[src/rtl/core/vsa_pkg.sv]
// Shared types, codes and constants of the voice slot allocator.
`timescale 1ns / 1ps
package vsa_pkg;

  localparam int unsigned VOICES_DEF   = 32;
  localparam int unsigned GEN_BITS_DEF = 8;
  localparam int unsigned SCORE_W      = 25;

  localparam logic [1:0] OP_ALLOC   = 2'd0;
  localparam logic [1:0] OP_RELEASE = 2'd1;

  localparam logic [1:0] CFG_LISTENER_X = 2'd0;
  localparam logic [1:0] CFG_LISTENER_Y = 2'd1;
  localparam logic [1:0] CFG_LISTENER_Z = 2'd2;

  typedef enum logic [2:0] {
    ST_FREE     = 3'd0,
    ST_STOLE    = 3'd1,
    ST_REJECT   = 3'd2,
    ST_RELEASED = 3'd3,
    ST_IGNORED  = 3'd4,
    ST_VALID    = 3'd5,
    ST_INVALID  = 3'd6
  } status_e;

  typedef struct packed {
    logic               spatial;
    logic [7:0]         prio;
    logic signed [15:0] px;
    logic signed [15:0] py;
    logic signed [15:0] pz;
    logic [15:0]        reach;
  } voice_t;

  typedef struct packed {
    logic   active;
    logic   persistent;
    voice_t voice;
  } entry_t;

endpackage

[src/rtl/core/vsa_cell.sv]
// One slot of the voice ring: holds an entry and its generation.
`timescale 1ns / 1ps
module vsa_cell #(
  parameter int unsigned GEN_BITS = vsa_pkg::GEN_BITS_DEF
) (
  input  logic                clk_i,
  input  logic                rst_ni,
  input  logic                shift_i,
  input  vsa_pkg::entry_t     ent_i,
  input  logic [GEN_BITS-1:0] gen_i,
  output vsa_pkg::entry_t     ent_o,
  output logic [GEN_BITS-1:0] gen_o
);

  vsa_pkg::entry_t     ent_q;
  logic [GEN_BITS-1:0] gen_q;

  always_ff @(posedge clk_i or negedge rst_ni) begin
    if (!rst_ni) begin
      ent_q <= '0;
      gen_q <= GEN_BITS'(1);
    end else if (shift_i) begin
      ent_q <= ent_i;
      gen_q <= gen_i;
    end
  end

  assign ent_o = ent_q;
  assign gen_o = gen_q;

endmodule

[config.mk]
export PLATFORM = sky130hd
export DESIGN_NAME = vsa_cell
export DESIGN_NICKNAME = d
export VERILOG_FILES = /design/src/rtl/core/vsa_pkg.sv /design/src/rtl/core/vsa_cell.sv
export SDC_FILE = /design/constraint.sdc
export NUM_CORES = 1
export LEC_CHECK = 0
export BUFFER_PORTS_ARGS = -buffer_cell sky130_fd_sc_hd__buf_2
export CAP_MARGIN = 10
export CELL_PAD_IN_SITES_DETAIL_PLACEMENT = 1
export CELL_PAD_IN_SITES_GLOBAL_PLACEMENT = 2
export CORE_UTILIZATION = 30
export DETAILED_ROUTE_END_ITERATION = 10
export GPL_ROUTABILITY_DRIVEN = 0
export GPL_TIMING_DRIVEN = 1
export PLACE_DENSITY = 0.75
export SYNTH_ARGS = -nofsm -noshare
export SYNTH_HDL_FRONTEND = slang
export SYNTH_SLANG_ARGS = --single-unit
[constraint.sdc]
create_clock -name clk_i -period 1.25 [get_ports clk_i]
set_clock_uncertainty 0.15 [all_clocks]
set_input_delay 0.0625 -clock clk_i [delete_from_list [all_inputs] [get_ports clk_i]]
set_output_delay 0.0625 -clock clk_i [all_outputs]
set_load 0.05 [all_outputs]
* Word-level counts from Yosys, hierarchy flattened
Cells that the tools add are included.
Storage, ports and cells: logic and storage cells 9, output and inout bits 83, input bits 86, register bits after elaboration 83

* Longest topological paths before layout
depth after elaboration 0, depth in mapped cells 3, mapped depth without buffers 1

* Least setup slack after synthesis
OpenSTA, ideal clock, no wires.
kind register -> register, from reg ent_o[0] (netlist name), to reg ent_q (netlist bit ent_o[0]), slack 0.106 ns, library setup time 0.125 ns, required time 0.975 ns, period minus slack after synthesis 1.144 ns, buffers on the path 0, stages on the path, launching flop included 2, arrival time 0.869 ns, cell sequence dfrtp_1 mux2_4
RTL lines:
- end signal: assignment | RTL line vsa_cell.sv:23 | ent_q <= ent_i;
- end: declaration | RTL line vsa_cell.sv:15 | vsa_pkg::entry_t ent_q;

* Final worst setup path
from reg gen_q[0], in the netlist gen_o[0], to out gen_o[0]
RTL lines:
- start: declaration | RTL line vsa_cell.sv:16 | logic [GEN_BITS-1:0] gen_q;
- start signal: assignment | RTL line vsa_cell.sv:24 | gen_q <= gen_i;
- end: declaration | RTL line vsa_cell.sv:12 | output logic [GEN_BITS-1:0] gen_o
No word-level cell between the ends.

==> results.sh <==
export IMPL_outcome="complete, no violations"
export IMPL_hp_start="shift_i"
export IMPL_h_tree_depth=3
export IMPL_synth_cell_types=7
export IMPL_slowest_delay_ps=530
export IMPL_crit_start="gen_o[0]$_DFFE_PN1P_"
export IMPL_synth_warnings=0
export IMPL_nets=526
export IMPL_die_y_um=109.0
export IMPL_die_x_um=109.0
export IMPL_tightest_slew_ps=275.6
export IMPL_maxCapViolations=0
export IMPL_avgSynthCellArea_um2=19.61
export IMPL_core_area_um2=10980
export IMPL_root_buffer="clkbuf_16"
export IMPL_fin_tns_setup_ps=0
export IMPL_grt_first_pass_wirelength_mm=13.92
export IMPL_synth_seq_area_share_pct=60.55
export IMPL_wirelength_mm=9.065
export IMPL_cts_buffers=9
export IMPL_start_kind="register"
export IMPL_path_cells="buf_6"
export IMPL_wire_per_inst_um=15.50
export IMPL_endpoint_kind="primary output"
export IMPL_relSlewSlack_pct=81.75
export IMPL_p_leak_uw=0.002820
export IMPL_hp_class="in -> reg"
export IMPL_port_buffers=168
export IMPL_clock_sinks=83
export IMPL_clk_pin_slew_worst_paths_ps=60
export IMPL_overflow=0
export IMPL_num_vias=2436
export IMPL_peakVddDrop_mv=0.5850
export IMPL_max_clock_path_buffers=2
export IMPL_ys_ff_latch=83
export IMPL_synth_cell_area_um2=3432
export IMPL_clk_insertion_delay_late_ps=320
export IMPL_diodes=0
export IMPL_crit_fanout=2
export IMPL_cts_tree="built"
export IMPL_n_fill_cell=1182
export IMPL_drt_iter0_drc=69
export IMPL_initial_core_util_pct=31.25
export IMPL_via_per_inst=4.164
export IMPL_grt_pass1_vias=2756
export IMPL_ant_nets=0
export IMPL_synth_nets=261
export IMPL_fmax_mhz=816.4
export IMPL_syn2layout_area_growth_pct=61.87
export IMPL_netlist_instances=175
export IMPL_r2r_start="ent_o[5]$_DFFE_PN0P_"
export IMPL_post_route_min_period_ps=1225
export IMPL_drive_gt1_share_pct=61.57
export IMPL_cp_top_family="flip-flops"
export IMPL_track_usage_pct=15.72
export IMPL_drc=0
export IMPL_reg2reg_slack_ps=300
export IMPL_cp_arrival_ps=1010
export IMPL_antenna_found_initial=0
export IMPL_crit_type="reg -> out"
export IMPL_rsz0062_at_grt="true"
export IMPL_drt_pass1_iter_count=4
export IMPL_critPathBufInv=1
export IMPL_finalHoldViolCount=0
export IMPL_finalSetupViolCount=0
export IMPL_io_pins=169
export IMPL_power_total_uw=7765
export IMPL_finalCritPeriodShare_pct=97.99
export IMPL_die_area_um2=11870
export IMPL_fp_row_count=38
export IMPL_report_final_slew_viol_count=0
export IMPL_dp_hpwl_mm=5.790
export IMPL_cp_required_ps=1040
export IMPL_p_per_area_nw_per_um2=1398
export IMPL_cp_slowest_cell="dfstp_2"
export IMPL_grt_max_degree=41
[cell usage in the layout, fill, tap and decap left out, drive strengths merged]
cell type	synthesis	routed
buf	9	177
clkbuf	0	14
clkinv	0	2
dfrtp	82	82
dfstp	1	1
dlygate4sd3	0	86
mux2	83	83
[Yosys cell counts]
master   instances  area share (%)
buf_6            1            0.33
mux2_4          70              31
buf_2            1            0.15
dfrtp_1         82              60
buf_12           7             4.1
dfstp_2          1            0.77
mux2_2          13             4.3
[timing repair]
item                                   in CTS  in global routing
gates resized for setup                     2                  0
endpoints found under the hold margin     166                  0
hold buffers                               86                  0
setup endpoints to repair                   1                  1
setup buffers                               0                  0
[cells by family after synthesis]
group	share of synthesized area [%]
buffers and inverters	4.557
flip-flops	60.55
multiplexers	34.89
[metal layers]
layer | GRT usage, % | part of all wire (%)
met1 | 17.40 | 40
met2 | 29.07 | 54
met3 | 3.228 | 5.0
met4 | 6.371 | 1.6
met5 | 0 | 0
[power breakdown]
| part | leakage (uW) | switching [uW] | internal (uW) | total [uW] |
|---|---|---|---|---|
| clock | 0.000137 | 955 | 1450 | 2400 |
| sequential | 0.000969 | 154 | 2960 | 3120 |
| combinational | 0.00171 | 1380 | 862 | 2250 |
[metrics by stage]
step	hold slack [ps]	area (um2)	utilization, %	setup WS (ps)	instances
final	109.9	5555	50.58	25.07	585
after global routing	127.8	5555	50.58	-6.029	585
after detailed placement	-268.1	4414	40.19	135.5	483
after CTS	101.3	5555	50.58	4.792	585
after floorplan	-383.1	3432	-	105.7	175
after global placement	-267.2	4414	40.19	166.4	483
[layout make-up]
class / instances / area, um2 / area share, %
Sequential cell: 83 / 2078 / 37.41
Timing Repair Buffer: 263 / 1831 / 32.95
Multi-Input combinational cell: 83 / 1197 / 21.55
Clock buffer: 14 / 264.0 / 4.752
Tap cell: 140 / 175.2 / 3.153
Clock inverter: 2 / 10.01 / 0.1802
[flip-flops by register name, summed over array words and instances (netlist names)]
register and flops:
ent_o 75, gen_o 8
[worst paths after layout]
kind                                    endpoint  depth (start not counted)
max                                     gen_o[0]                          1
min                        ent_o[63]$_DFFE_PN0P_                          3
max reg2reg                 ent_o[5]$_DFFE_PN0P_                          1
min reg2reg                ent_o[47]$_DFFE_PN0P_                          1
max in group asynchronous  ent_o[37]$_DFFE_PN0P_                          3
min in group asynchronous  ent_o[33]$_DFFE_PN0P_                          3
Note: power is estimated with default switching activity, not from simulation.
