--- src/rtl/core/vsa_pkg.sv ---
// Shared types, codes and constants of the voice slot allocator.
`timescale 1ns / 1ps
package vsa_pkg;

  localparam int unsigned VOICES_DEF   = 32;
  localparam int unsigned GEN_BITS_DEF = 8;
  localparam int unsigned SCORE_W      = 25;

  localparam logic [1:0] OP_ALLOC   = 2'd0;
  localparam logic [1:0] OP_RELEASE = 2'd1;

  localparam logic [1:0] CFG_LISTENER_X = 2'd0;
  localparam logic [1:0] CFG_LISTENER_Y = 2'd1;
  localparam logic [1:0] CFG_LISTENER_Z = 2'd2;

  typedef enum logic [2:0] {
    ST_FREE     = 3'd0,
    ST_STOLE    = 3'd1,
    ST_REJECT   = 3'd2,
    ST_RELEASED = 3'd3,
    ST_IGNORED  = 3'd4,
    ST_VALID    = 3'd5,
    ST_INVALID  = 3'd6
  } status_e;

  typedef struct packed {
    logic               spatial;
    logic [7:0]         prio;
    logic signed [15:0] px;
    logic signed [15:0] py;
    logic signed [15:0] pz;
    logic [15:0]        reach;
  } voice_t;

  typedef struct packed {
    logic   active;
    logic   persistent;
    voice_t voice;
  } entry_t;

endpackage

--- src/rtl/core/vsa_score.sv ---
// Iterative voice score unit: squares, integer root, restoring divide.
`timescale 1ns / 1ps
module vsa_score (
  input  logic                          clk_i,
  input  logic                          rst_ni,
  input  logic                          start_i,
  input  vsa_pkg::voice_t               voice_i,
  input  logic signed [15:0]            lis_x_i,
  input  logic signed [15:0]            lis_y_i,
  input  logic signed [15:0]            lis_z_i,
  output logic                          done_o,
  output logic [vsa_pkg::SCORE_W-1:0]   score_o
);

  typedef enum logic [4:0] {
    SC_IDLE = 5'b00001,
    SC_SQ   = 5'b00010,
    SC_ROOT = 5'b00100,
    SC_DIV  = 5'b01000,
    SC_FIN  = 5'b10000
  } sc_state_e;

  sc_state_e state_q, state_d;
  logic [4:0]  cnt_q, cnt_d;
  logic        done_q, done_d;
  vsa_pkg::voice_t v_q, v_d;
  logic [33:0] acc_q, acc_d;
  logic [33:0] rad_q, rad_d;
  logic [19:0] rem_q, rem_d;
  logic [16:0] root_q, root_d;
  logic [15:0] rdiv_q, rdiv_d;
  logic [15:0] quo_q, quo_d;
  logic [16:0] n_q, n_d;
  logic [vsa_pkg::SCORE_W-1:0] score_q, score_d;

  logic signed [15:0] a, b;
  logic signed [16:0] diff, neg;
  logic [15:0] mag;
  logic [31:0] sq;
  logic [15:0] m_eff;
  logic [19:0] rem_sh, trial;
  logic        ge_r;
  logic [16:0] r2, r2m;
  logic        ge_d;

  always_comb begin
    unique case (cnt_q[1:0])
      2'd1: begin a = v_q.py; b = lis_y_i; end
      2'd2: begin a = v_q.pz; b = lis_z_i; end
      default: begin a = v_q.px; b = lis_x_i; end
    endcase
    diff   = {a[15], a} - {b[15], b};
    neg    = -diff;
    mag    = diff[16] ? neg[15:0] : diff[15:0];
    sq     = mag * mag;
    m_eff  = (v_q.reach == 16'd0) ? 16'd1 : v_q.reach;
    rem_sh = {rem_q[17:0], rad_q[33:32]};
    trial  = {1'b0, root_q, 2'b01};
    ge_r   = rem_sh >= trial;
    r2     = {rdiv_q, 1'b0};
    ge_d   = r2 >= {1'b0, m_eff};
    r2m    = r2 - {1'b0, m_eff};
  end

  always_comb begin
    state_d = state_q;
    cnt_d   = cnt_q;
    done_d  = 1'b0;
    v_d     = v_q;
    acc_d   = acc_q;
    rad_d   = rad_q;
    rem_d   = rem_q;
    root_d  = root_q;
    rdiv_d  = rdiv_q;
    quo_d   = quo_q;
    n_d     = n_q;
    score_d = score_q;
    unique case (state_q)
      SC_IDLE: begin
        if (start_i) begin
          v_d     = voice_i;
          acc_d   = '0;
          cnt_d   = '0;
          n_d     = '0;
          state_d = voice_i.spatial ? SC_SQ : SC_FIN;
        end
      end
      SC_SQ: begin
        acc_d = acc_q + 34'(sq);
        cnt_d = cnt_q + 5'd1;
        if (cnt_q == 5'd2) begin
          rad_d   = acc_q + 34'(sq);
          rem_d   = '0;
          root_d  = '0;
          cnt_d   = '0;
          state_d = SC_ROOT;
        end
      end
      SC_ROOT: begin
        rem_d  = ge_r ? rem_sh - trial : rem_sh;
        root_d = {root_q[15:0], ge_r};
        rad_d  = {rad_q[31:0], 2'b00};
        cnt_d  = cnt_q + 5'd1;
        if (cnt_q == 5'd16) begin
          cnt_d   = '0;
          state_d = SC_DIV;
        end
      end
      SC_DIV: begin
        if (cnt_q == 5'd0) begin
          if (root_q >= {1'b0, m_eff}) begin
            n_d     = 17'h10000;
            state_d = SC_FIN;
          end else begin
            rdiv_d = root_q[15:0];
            quo_d  = '0;
            cnt_d  = 5'd1;
          end
        end else begin
          rdiv_d = ge_d ? r2m[15:0] : r2[15:0];
          quo_d  = {quo_q[14:0], ge_d};
          cnt_d  = cnt_q + 5'd1;
          if (cnt_q == 5'd16) begin
            n_d     = {1'b0, quo_q[14:0], ge_d};
            state_d = SC_FIN;
          end
        end
      end
      SC_FIN: begin
        if (v_q.spatial) begin
          score_d = {v_q.prio, 1'b1, 16'd0} - {8'd0, n_q};
        end else begin
          score_d = {9'({1'b0, v_q.prio} + 9'd1), 16'd0};
        end
        done_d  = 1'b1;
        state_d = SC_IDLE;
      end
      default: state_d = SC_IDLE;
    endcase
  end

  always_ff @(posedge clk_i or negedge rst_ni) begin
    if (!rst_ni) begin
      state_q <= SC_IDLE;
      cnt_q   <= '0;
      done_q  <= 1'b0;
    end else begin
      state_q <= state_d;
      cnt_q   <= cnt_d;
      done_q  <= done_d;
    end
  end

  always_ff @(posedge clk_i) begin
    v_q     <= v_d;
    acc_q   <= acc_d;
    rad_q   <= rad_d;
    rem_q   <= rem_d;
    root_q  <= root_d;
    rdiv_q  <= rdiv_d;
    quo_q   <= quo_d;
    n_q     <= n_d;
    score_q <= score_d;
  end

  assign done_o  = done_q;
  assign score_o = score_q;

endmodule

--- config.mk ---
export PLATFORM = sky130hd
export DESIGN_NAME = vsa_score
export DESIGN_NICKNAME = d
export VERILOG_FILES = /design/src/rtl/core/vsa_pkg.sv /design/src/rtl/core/vsa_score.sv
export SDC_FILE = /design/constraint.sdc
export NUM_CORES = 1
export LEC_CHECK = 0
export ABC_AREA = 1
export ABC_CLOCK_PERIOD_IN_PS = 10300
export BUFFER_PORTS_ARGS = -buffer_cell sky130_fd_sc_hd__buf_2
export CAP_MARGIN = 20
export CORE_MARGIN = 5
export CORE_UTILIZATION = 25
export CTS_BUF_LIST = sky130_fd_sc_hd__clkbuf_8
export CTS_CLUSTER_DIAMETER = 50
export DETAILED_ROUTE_END_ITERATION = 7
export HOLD_SLACK_MARGIN = 0.02
export PLACE_DENSITY = 0.46
export SLEW_MARGIN = 20
export SYNTH_ARGS = -nofsm -noshare
export SYNTH_HDL_FRONTEND = slang
export SYNTH_SLANG_ARGS = --single-unit
--- constraint.sdc ---
create_clock -name clk_i -period 10.3 [get_ports clk_i]
set_input_delay 2.06 -clock clk_i [delete_from_list [all_inputs] [get_ports clk_i]]
set_output_delay 2.06 -clock clk_i [all_outputs]
set_load 0.02 [all_outputs]
Word-level counts from Yosys, hierarchy flattened
Cells that the tools add are included.
{"block": "op_classes", "n_mul": 1, "n_eq_ne": 16, "n_mux": 39, "n_addsub": 8, "n_reduce_logical": 13, "n_lt_le_gt_ge": 3}
{"operator": "$pmux W34 S2", "count": 2}
{"operator": "$mux W17", "count": 5}
{"operator": "$mux W16", "count": 5}
{"operator": "$mux W34", "count": 2}
{"operator": "$pmux W17 S2", "count": 2}
{"operator": "$pmux W16 S2", "count": 2}
{"operator": "$mux W5", "count": 12}
{"operator": "$pmux W5 S4", "count": 2}
{"operator": "$mux W18", "count": 2}
{"operator": "$pmux W18 S2", "count": 1}
{"operator": "$add A34 B32 Y34", "count": 1}
{"operator": "$ge A17 B16 Y1", "count": 2}
{"operator": "$mul A16 B16 Y32", "count": 1}
{"operator": "$mux W15", "count": 2}
{"operator": "$mux W25", "count": 1}
{"operator": "$sub A25 B17 Y25", "count": 1}
{"operator": "$ge A20 B19 Y1", "count": 1}
{"operator": "$sub A18 B18 Y18", "count": 1}
{"operator": "$sub A16 B16 Y17", "count": 1}
{"operator": "$logic_not A16 Y1", "count": 1}
{"operator": "$neg A16 Y16", "count": 1}
{"operator": "$sub A16 B16 Y16", "count": 1}
{"operator": "$eq A5 B2 Y1 const B", "count": 2}
{"operator": "$eq A5 B5 Y1 const B", "count": 2}
{"operator": "17 further kinds", "count": 27}
{"block": "totals", "out_inout_bits": 26, "inputBits": 124, "reg_bits": 260}

Longest topological paths before layout
Gate-level depths: netlist (run 1).
{"block": "logic_depth", "ltp_word": 9, "depth_mapped": 49, "ltp_nobuf": 48}

Worst setup path before layout (run 1)
Ideal clock, no wire load.
{"block": "synth_path", "path_type": "input port to flip-flop", "start": "input lis_y_i[0]", "end": "register rad_q[26] (data pin)", "t_arrival_ps": 9181, "path_buffers": 0, "required_ps": 10045, "path_slack_ps": 864, "path_stages": 41, "cell_sequence": "a221o_1 -> o21ai_0 -> inv_1 -> ha_1 -> inv_1 -> fa_1 -> inv_1 -> ha_1 -> inv_1 -> nor2_1 -> nand3_1 -> nor2_2 -> nand2_2 -> nor2_2 -> nand2_1 -> nand4_1 -> nand2_2 -> inv_1 -> (+5 left out) -> fa_1 -> inv_1 -> fa_1 -> fa_1 -> inv_1 -> fa_1 -> inv_1 -> ha_1 -> a21o_1 -> a21oi_1 -> o21ai_0 -> nand2_1 -> nand2_1 -> a21bo_2 -> nand2_1 -> nand3b_1 -> nand3_1 -> nand2_1"}
{"block": "synth_between", "elab_chain_len": 8}
{"item": "start, declared", "line": "vsa_score.sv:9", "rtl": "input logic signed [15:0] lis_y_i,"}
{"item": "$pmux W16 S2 (*)", "line": "vsa_score.sv:47", "rtl": "unique case (cnt_q[1:0])"}
{"item": "$sub A16 B16 Y17 (*)", "line": "vsa_score.sv:52", "rtl": "diff = {a[15], a} - {b[15], b};"}
{"item": "$neg A16 Y16", "line": "vsa_score.sv:53", "rtl": "neg = -diff;"}
{"item": "$mux W16 (*)", "line": "vsa_score.sv:54", "rtl": "mag = diff[16] ? neg[15:0] : diff[15:0];"}
{"item": "$mul A16 B16 Y32 (*)", "line": "vsa_score.sv:55", "rtl": "sq = mag * mag;"}
{"item": "$add A34 B32 Y34 (*)", "line": "vsa_score.sv:92", "rtl": "rad_d = acc_q + 34'(sq);"}
{"item": "$mux W34 (*)", "line": "vsa_score.sv:91", "rtl": "if (cnt_q == 5'd2) begin"}
{"item": "$pmux W34 S2 (*)", "line": "vsa_score.sv:78", "rtl": "unique case (state_q)"}
{"item": "named net rad_d[26]", "line": "vsa_score.sv:28", "rtl": "logic [33:0] rad_q, rad_d;"}
{"item": "end signal, assigned", "line": "vsa_score.sv:157", "rtl": "rad_q <= rad_d;"}
{"item": "end, declared", "line": "vsa_score.sv:28"}
The timed path passes the listed nets; every way through them passes the cells marked *. The select of a mux whose other input is x is not followed.
A chain may end at the register's enable or synchronous reset.

Worst setup path in the final report (run 1)
{"block": "layout_path", "start": "register cnt_q[0]", "end": "register rad_q[23] (data pin)"}
{"block": "layout_between", "elab_chain_len": 9}
{"item": "start, declared", "line": "vsa_score.sv:24", "rtl": "logic [4:0] cnt_q, cnt_d;"}
{"item": "start signal, assigned", "line": "vsa_score.sv:149", "rtl": "cnt_q <= cnt_d;"}
{"item": "$eq A2 B2 Y1 / $eq A2 B1 Y1 (equally long branches)", "line": "vsa_score.sv:47"}
{"item": "$pmux W16 S2", "line": "vsa_score.sv:47"}
{"item": "$sub A16 B16 Y17 (*)", "line": "vsa_score.sv:52"}
{"item": "$neg A16 Y16", "line": "vsa_score.sv:53"}
{"item": "$mux W16 (*)", "line": "vsa_score.sv:54"}
{"item": "$mul A16 B16 Y32 (*)", "line": "vsa_score.sv:55"}
{"item": "$add A34 B32 Y34 (*)", "line": "vsa_score.sv:92"}
{"item": "$mux W34 (*)", "line": "vsa_score.sv:91"}
{"item": "$pmux W34 S2 (*)", "line": "vsa_score.sv:78"}
{"item": "named net rad_d[23]", "line": "vsa_score.sv:28"}
Marked as above.

==> results.json, run 1 <==
{
  "drive_gt1_share_pct": 14.2,
  "synth_edf_count": 249,
  "clock-skew-final_ns": 0.0520,
  "ios": 150,
  "max_freq_ghz": 0.104,
  "clk_latency_ns": 0.69,
  "yosys.area_share.simple_pct": 16.6,
  "totalWireLength_um": 61900,
  "fill_cells": 9867,
  "fin_area_um2": 26800,
  "crit_path_end_kind": "register",
  "muxShareOfSynthArea_pct": 0,
  "grt_max_degree": 70,
  "fin_crit_sh_pct": 93.6,
  "synth_seq_cells": 260,
  "critical_path_class": "reg2reg",
  "synthAdderAreaFrac_pct": 27.0,
  "maxSlewViolCount": 0,
  "clkSinkCount": 260,
  "slowest_stage": "ha_1",
  "synth_xor_area_share_pct": 2.68,
  "cts.path.max_buffers": 3,
  "grt_pass1_vias": 18300,
  "antenna_left": 0,
  "async_reset_ff_share_pct": 4.23,
  "syn-num-nets": 3074,
  "hold_viol_final": 0,
  "worst_pin_slew_ns": 0.970,
  "final_nets": 3320,
  "synth_top_area_share_pct": 32.6,
  "start_util_pct": 25.1,
  "syn2layout_area_growth_pct": 16.9,
  "ys_seq_area_share_pct": 33.8,
  "grt_pass1_wl_um": 99900,
  "rsz0062_at_grt": "false",
  "slew_headroom_pct": 35.4,
  "crit_arrival_ns": 9.98,
  "die_h_um": 313,
  "ctsRootBufferMaster": "clkbuf_8",
  "synth_top_cell_by_area": "edfxtp_1",
  "crit_top_cell": "nand2_1",
  "numCtsBuffers": 52,
  "vias": 17400,
  "drc": 0,
  "required_ns": 10.64,
  "antenna_found_initial": 2,
  "drt_iter0_drc": 861,
  "max_cap_violations": 0,
  "clk_pin_slew_ns": 0.07,
  "dieArea_um2": 97900,
  "status": "finished clean",
  "yosys_warnings": 0,
  "gr-total-overflow": 0,
  "postPlaceCellArea_um2": 25700,
  "io_buffers": 149,
  "finalCriticalPeriod_ns": 9.64,
  "cts_tree": "done",
  "row_count": 111,
  "critPathMaxFanout": 14,
  "wl_per_cell_um": 15.3,
  "grtUsageTotal_pct": 12.7,
  "cpPeakStageDelay_ns": 0.76,
  "synth.avg_cell_area_um2": 8.91,
  "viasPerCell": 4.30,
  "setup_violations": 0,
  "netlist_area_um2": 22900,
  "htreeDepth": 2,
  "first_pass_iters": 5,
  "coreArea_um2": 91400,
  "synth_compound_area_share_pct": 9.76,
  "gp_congestion": 0.840,
  "fp.dieW_um": 313,
  "ff2ff_setup_slack_ns": 0.66,
  "crit_path_start_kind": "register",
  "dp_hpwl_um": 49500,
  "synthDistinctLibCells": 60,
  "synth_ff_type": "edfxtp_1",
  "yosysMostFrequentCell": "inv_1",
  "synth_top_family_by_area": "adder cells",
  "synthCells": 2573,
  "ys_top_cells_by_area": "edfxtp_1 33%, fa_1 17%, ha_1 9.9%, inv_1 8.8%, nand2_1 7.0%",
  "synth_commonest_cells": "538 x inv_1, 427 x nand2_1, 256 x nor2_1",
  "min_path_type": "reg2reg"
}
-- cells by family (layout without fill, tap and decap cells) --
| kind of cell | after synthesis | in the layout |
|---|---|---|
| other cells | 0 | 1 |
| xor+xnor | 65 | 65 |
| simple gates | 878 | 878 |
| flops | 260 | 260 |
| buf+inv | 609 | 895 |
| compound gates | 384 | 384 |
| fa+ha+maj | 377 | 377 |
-- stage by stage --
stage	hold WS [ns]	cells	util [%]	TNS (ns)	setup slack (ns)
floorplan	0.475	2573	-	0	0.864
global placement	0.500	3950	28.1	-0.225	-0.139
detailed placement	0.510	3950	28.1	-0.0188	-0.0188
CTS	0.505	4044	29.3	0	0.495
global route	0.532	4046	29.3	0	0.00961
finish	0.509	4046	29.3	0	0.659
-- critical path: cells and delay by family, from the launching register on --
kind | cells | cell delay (ns)
AND/OR/NAND/NOR | 16 | 1.87
buffers and inverters | 8 | 0.88
adder cells (fa/ha/maj) | 9 | 4.67
AO/OA/AOI/OAI | 7 | 1.20
XOR/XNOR | 1 | 0.23
flip-flops | 1 | 0.45
-- final timing paths --
check,startpoint,cells after the start,to
setup / recovery,cnt_q[0],41,rad_q[23]
hold / removal,rad_q[19],2,rad_q[21]
setup reg to reg,cnt_q[0],41,rad_q[23]
hold reg to reg,rad_q[19],2,rad_q[21]
max in group asynchronous,rst_ni,1,state_q[0]
min in group asynchronous,rst_ni,1,done_o
-- flip-flops by register name, summed over array words and instances (netlist names), 5 cells and up --
signal	cells
score_o	25
v_q	73
rdiv_q	16
root_q	17
state_q	5
rad_q	34
acc_q	34
cnt_q	5
rem_q	18
quo_q	15
n_q	17
-- layout make-up --
class,count,area [µm²],share of cell area (%)
antenna,1,2.50,0.00934
clock buffer,55,757,2.83
clock inverter,39,314,1.17
inverter,557,2100,7.85
multi-input combinational,1704,12900,48.1
sequential,260,7750,28.9
tap,1186,1480,5.54
timing repair buffer,244,1500,5.59
-- metal layers --
layer | GRT usage, % | up-vias | part of all wire (%)
li1 | - | 8800 | -
met1 | 17.0 | 8243 | 47
met2 | 21.5 | 257 | 47
met3 | 1.79 | 78 | 3.4
met4 | 3.53 | 0 | 2.5
met5 | 0 | - | 0
-- cell usage in the layout, fill, tap and decap left out, drive strengths merged, types with 14 or more instances in the layout --
cell type    n
a221o       20
nor2       267
edfxtp     249
clkinv      17
nor4        14
inv        575
nand4       33
o21ai      146
ha         182
nand2      452
xor2        30
fa         195
a21o        14
a21oi      144
nor3        23
buf        244
xnor2       35
nand3       70
clkbuf      55
-- repair_timing --
action / in CTS / in global routing
setup buffers: 0 / 1
hold buffers: 0 / 0
setup endpoints to repair: 0 / 7
gates resized for setup: 0 / 2
Power of run 1 is not shown: default switching activity piles up to over one toggle a cycle in this logic, so the estimate is an artifact.
==> run 2, diff against run 1 <==
Settings changed: ABC_CLOCK_PERIOD_IN_PS 10300 to 12400, CORE_MARGIN 5 to default.
Clock period 10.3 ns to 12.4 ns, I/O delays scaled along.
==> run 2 against run 1 <==
Effect of this change:
- global-route usage is 0.65 points higher
- die area is 5.0% lower
- non-clock buffer count is 72 lower
- sequential share of layout area is 0.45 points higher
- setup slack better by 1.1 ns
- count of clock-buffer cells in the layout stayed put
==> results.json, run 2 (synthesis results as in run 1) <==
{
  "setup_violations": 0,
  "grtUsageTotal_pct": 13.4,
  "min_path_type": "reg2reg",
  "tns_ns": 0,
  "clk_pin_slew_ns": 0.06,
  "dieArea_um2": 92900,
  "final_common_cell": "inv_1",
  "rsz0062_at_grt": "false",
  "crit_start": "lis_y_i[0]",
  "row_count": 110,
  "ios": 150,
  "drive_gt1_share_pct": 12.1,
  "top_regs": "v_q (73), acc_q (34), rad_q (34)",
  "worstReg2RegStart": "cnt_q[0]",
  "antenna_found_initial": 2,
  "critPathMaxFanout": 15,
  "cpPeakStageDelay_ns": 0.63,
  "totalWireLength_um": 60900,
  "endpoint": "rad_q[20]",
  "fp.dieW_um": 305,
  "cts_resized": 0,
  "wl_per_cell_um": 15.3,
  "die_h_um": 305,
  "drt_iter0_drc": 883,
  "grt_pass1_vias": 17900,
  "crit_arrival_ns": 11.03,
  "gr-total-overflow": 0,
  "htreeDepth": 2,
  "fill_cells": 9667,
  "numCtsBuffers": 55,
  "finalCriticalPeriod_ns": 10.68,
  "start_util_pct": 25.4,
  "slowest_stage": "ha_1",
  "grt_pass1_wl_um": 98500,
  "io_buffers": 149,
  "crit-reg2reg-capture": "rad_q[20]",
  "max_freq_ghz": 0.0937,
  "coreArea_um2": 90400,
  "vias": 17200,
  "cts.path.max_buffers": 3,
  "crit_path_end_kind": "register",
  "viasPerCell": 4.32,
  "final_nets": 3251,
  "hold_buffers": 0,
  "cts_setup_buffers": 0,
  "largest_register_ffs": 73,
  "final_cell_mix": "549 x inv_1, 427 x nand2_1, 255 x nor2_1",
  "ff2ff_setup_slack_ns": 2.05,
  "clk_latency_ns": 0.66,
  "max_cap_violations": 0,
  "grt_max_degree": 74,
  "hold_viol_final": 0,
  "antenna_left": 0,
  "first_pass_iters": 5,
  "slew_headroom_pct": 30.8,
  "gp_congestion": 0.844,
  "syn2layout_area_growth_pct": 15.1,
  "clock-skew-final_ns": 0.0305,
  "clkSinkCount": 260,
  "status": "finished clean",
  "maxSlewViolCount": 0,
  "crit_path_start_kind": "input pin",
  "dp_hpwl_um": 48600,
  "largest-register": "v_q",
  "r2r_cells": 42,
  "critical_path_class": "in2reg",
  "required_ns": 12.75,
  "worst_pin_slew_ns": 1.04,
  "ctsRootBufferMaster": "clkbuf_8",
  "fin_crit_sh_pct": 86.1,
  "cts_tree": "done",
  "drc": 0
}
[run 2: cell count changes in the layout (fill, tap and decap cells not counted), moves of 2 or more]
cell / previous run / this run
bufinv_16: 3 / 10
buf_4: 92 / 23
inv_1: 553 / 549
clkinv_1: 1 / 10
clkinv_2: 12 / 9
diode_2: 1 / 3
buf_12: 3 / 0
[run 2: how the worst min path moves through the flow]
stage	endpoint	start	depth (start not counted)	slack, ns
after floorplan	state_q[3]	state_q[3]	2	0.47
after global placement	rad_q[21]	rad_q[19]	2	0.51
after detailed placement	quo_q[9]	quo_q[8]	2	0.51
after CTS	quo_q[9]	quo_q[8]	2	0.52
after global routing	cnt_q[4]	cnt_q[4]	2	0.55
final	rad_q[14]	rad_q[12]	2	0.52
[run 2: final cells by class]
class	count	area [µm²]	area share, %
clock buffer	55	757	2.87
multi-input combinational	1704	12900	48.8
sequential	260	7750	29.4
timing repair buffer	172	918	3.48
inverter	557	2100	7.95
antenna	3	7.51	0.0285
tap	1176	1470	5.58
clock inverter	48	498	1.89
[run 2: through the flow]
step / area, µm² / hold slack [ns] / utilization (%) / std cells / worst slack (ns)
2_1_floorplan: 22900 / 0.475 / - / 2573 / 2.54
3_3_place_gp: 25100 / 0.511 / 27.8 / 3869 / 0.943
3_5_place_dp: 25100 / 0.510 / 27.8 / 3869 / 0.999
4_1_cts: 26400 / 0.525 / 29.2 / 3972 / 1.68
5_1_grt: 26400 / 0.546 / 29.2 / 3974 / 1.13
6_report: 26400 / 0.521 / 29.2 / 3975 / 1.72
[run 2: worst max-delay path, delay by kind of cell]
kind | cells | cell delay, ns
adders and majority gates | 8 | 3.89
and+or+nand+nor | 11 | 1.95
AOI/OAI and AO/OA | 7 | 1.44
buffers and inverters | 8 | 0.84
xor gates and xnor gates | 2 | 0.42
[run 2: layer usage]
layer  global-route usage (%)  routed length (µm)  vias to the layer above
li1                         -                   -                     8678
met1                     18.1               28900                     8140
met2                     22.1               28400                      278
met3                     1.81                2190                       75
met4                     3.97                1460                        0
met5                        0                   0                        -
Power of run 2 is left out for the same reason.
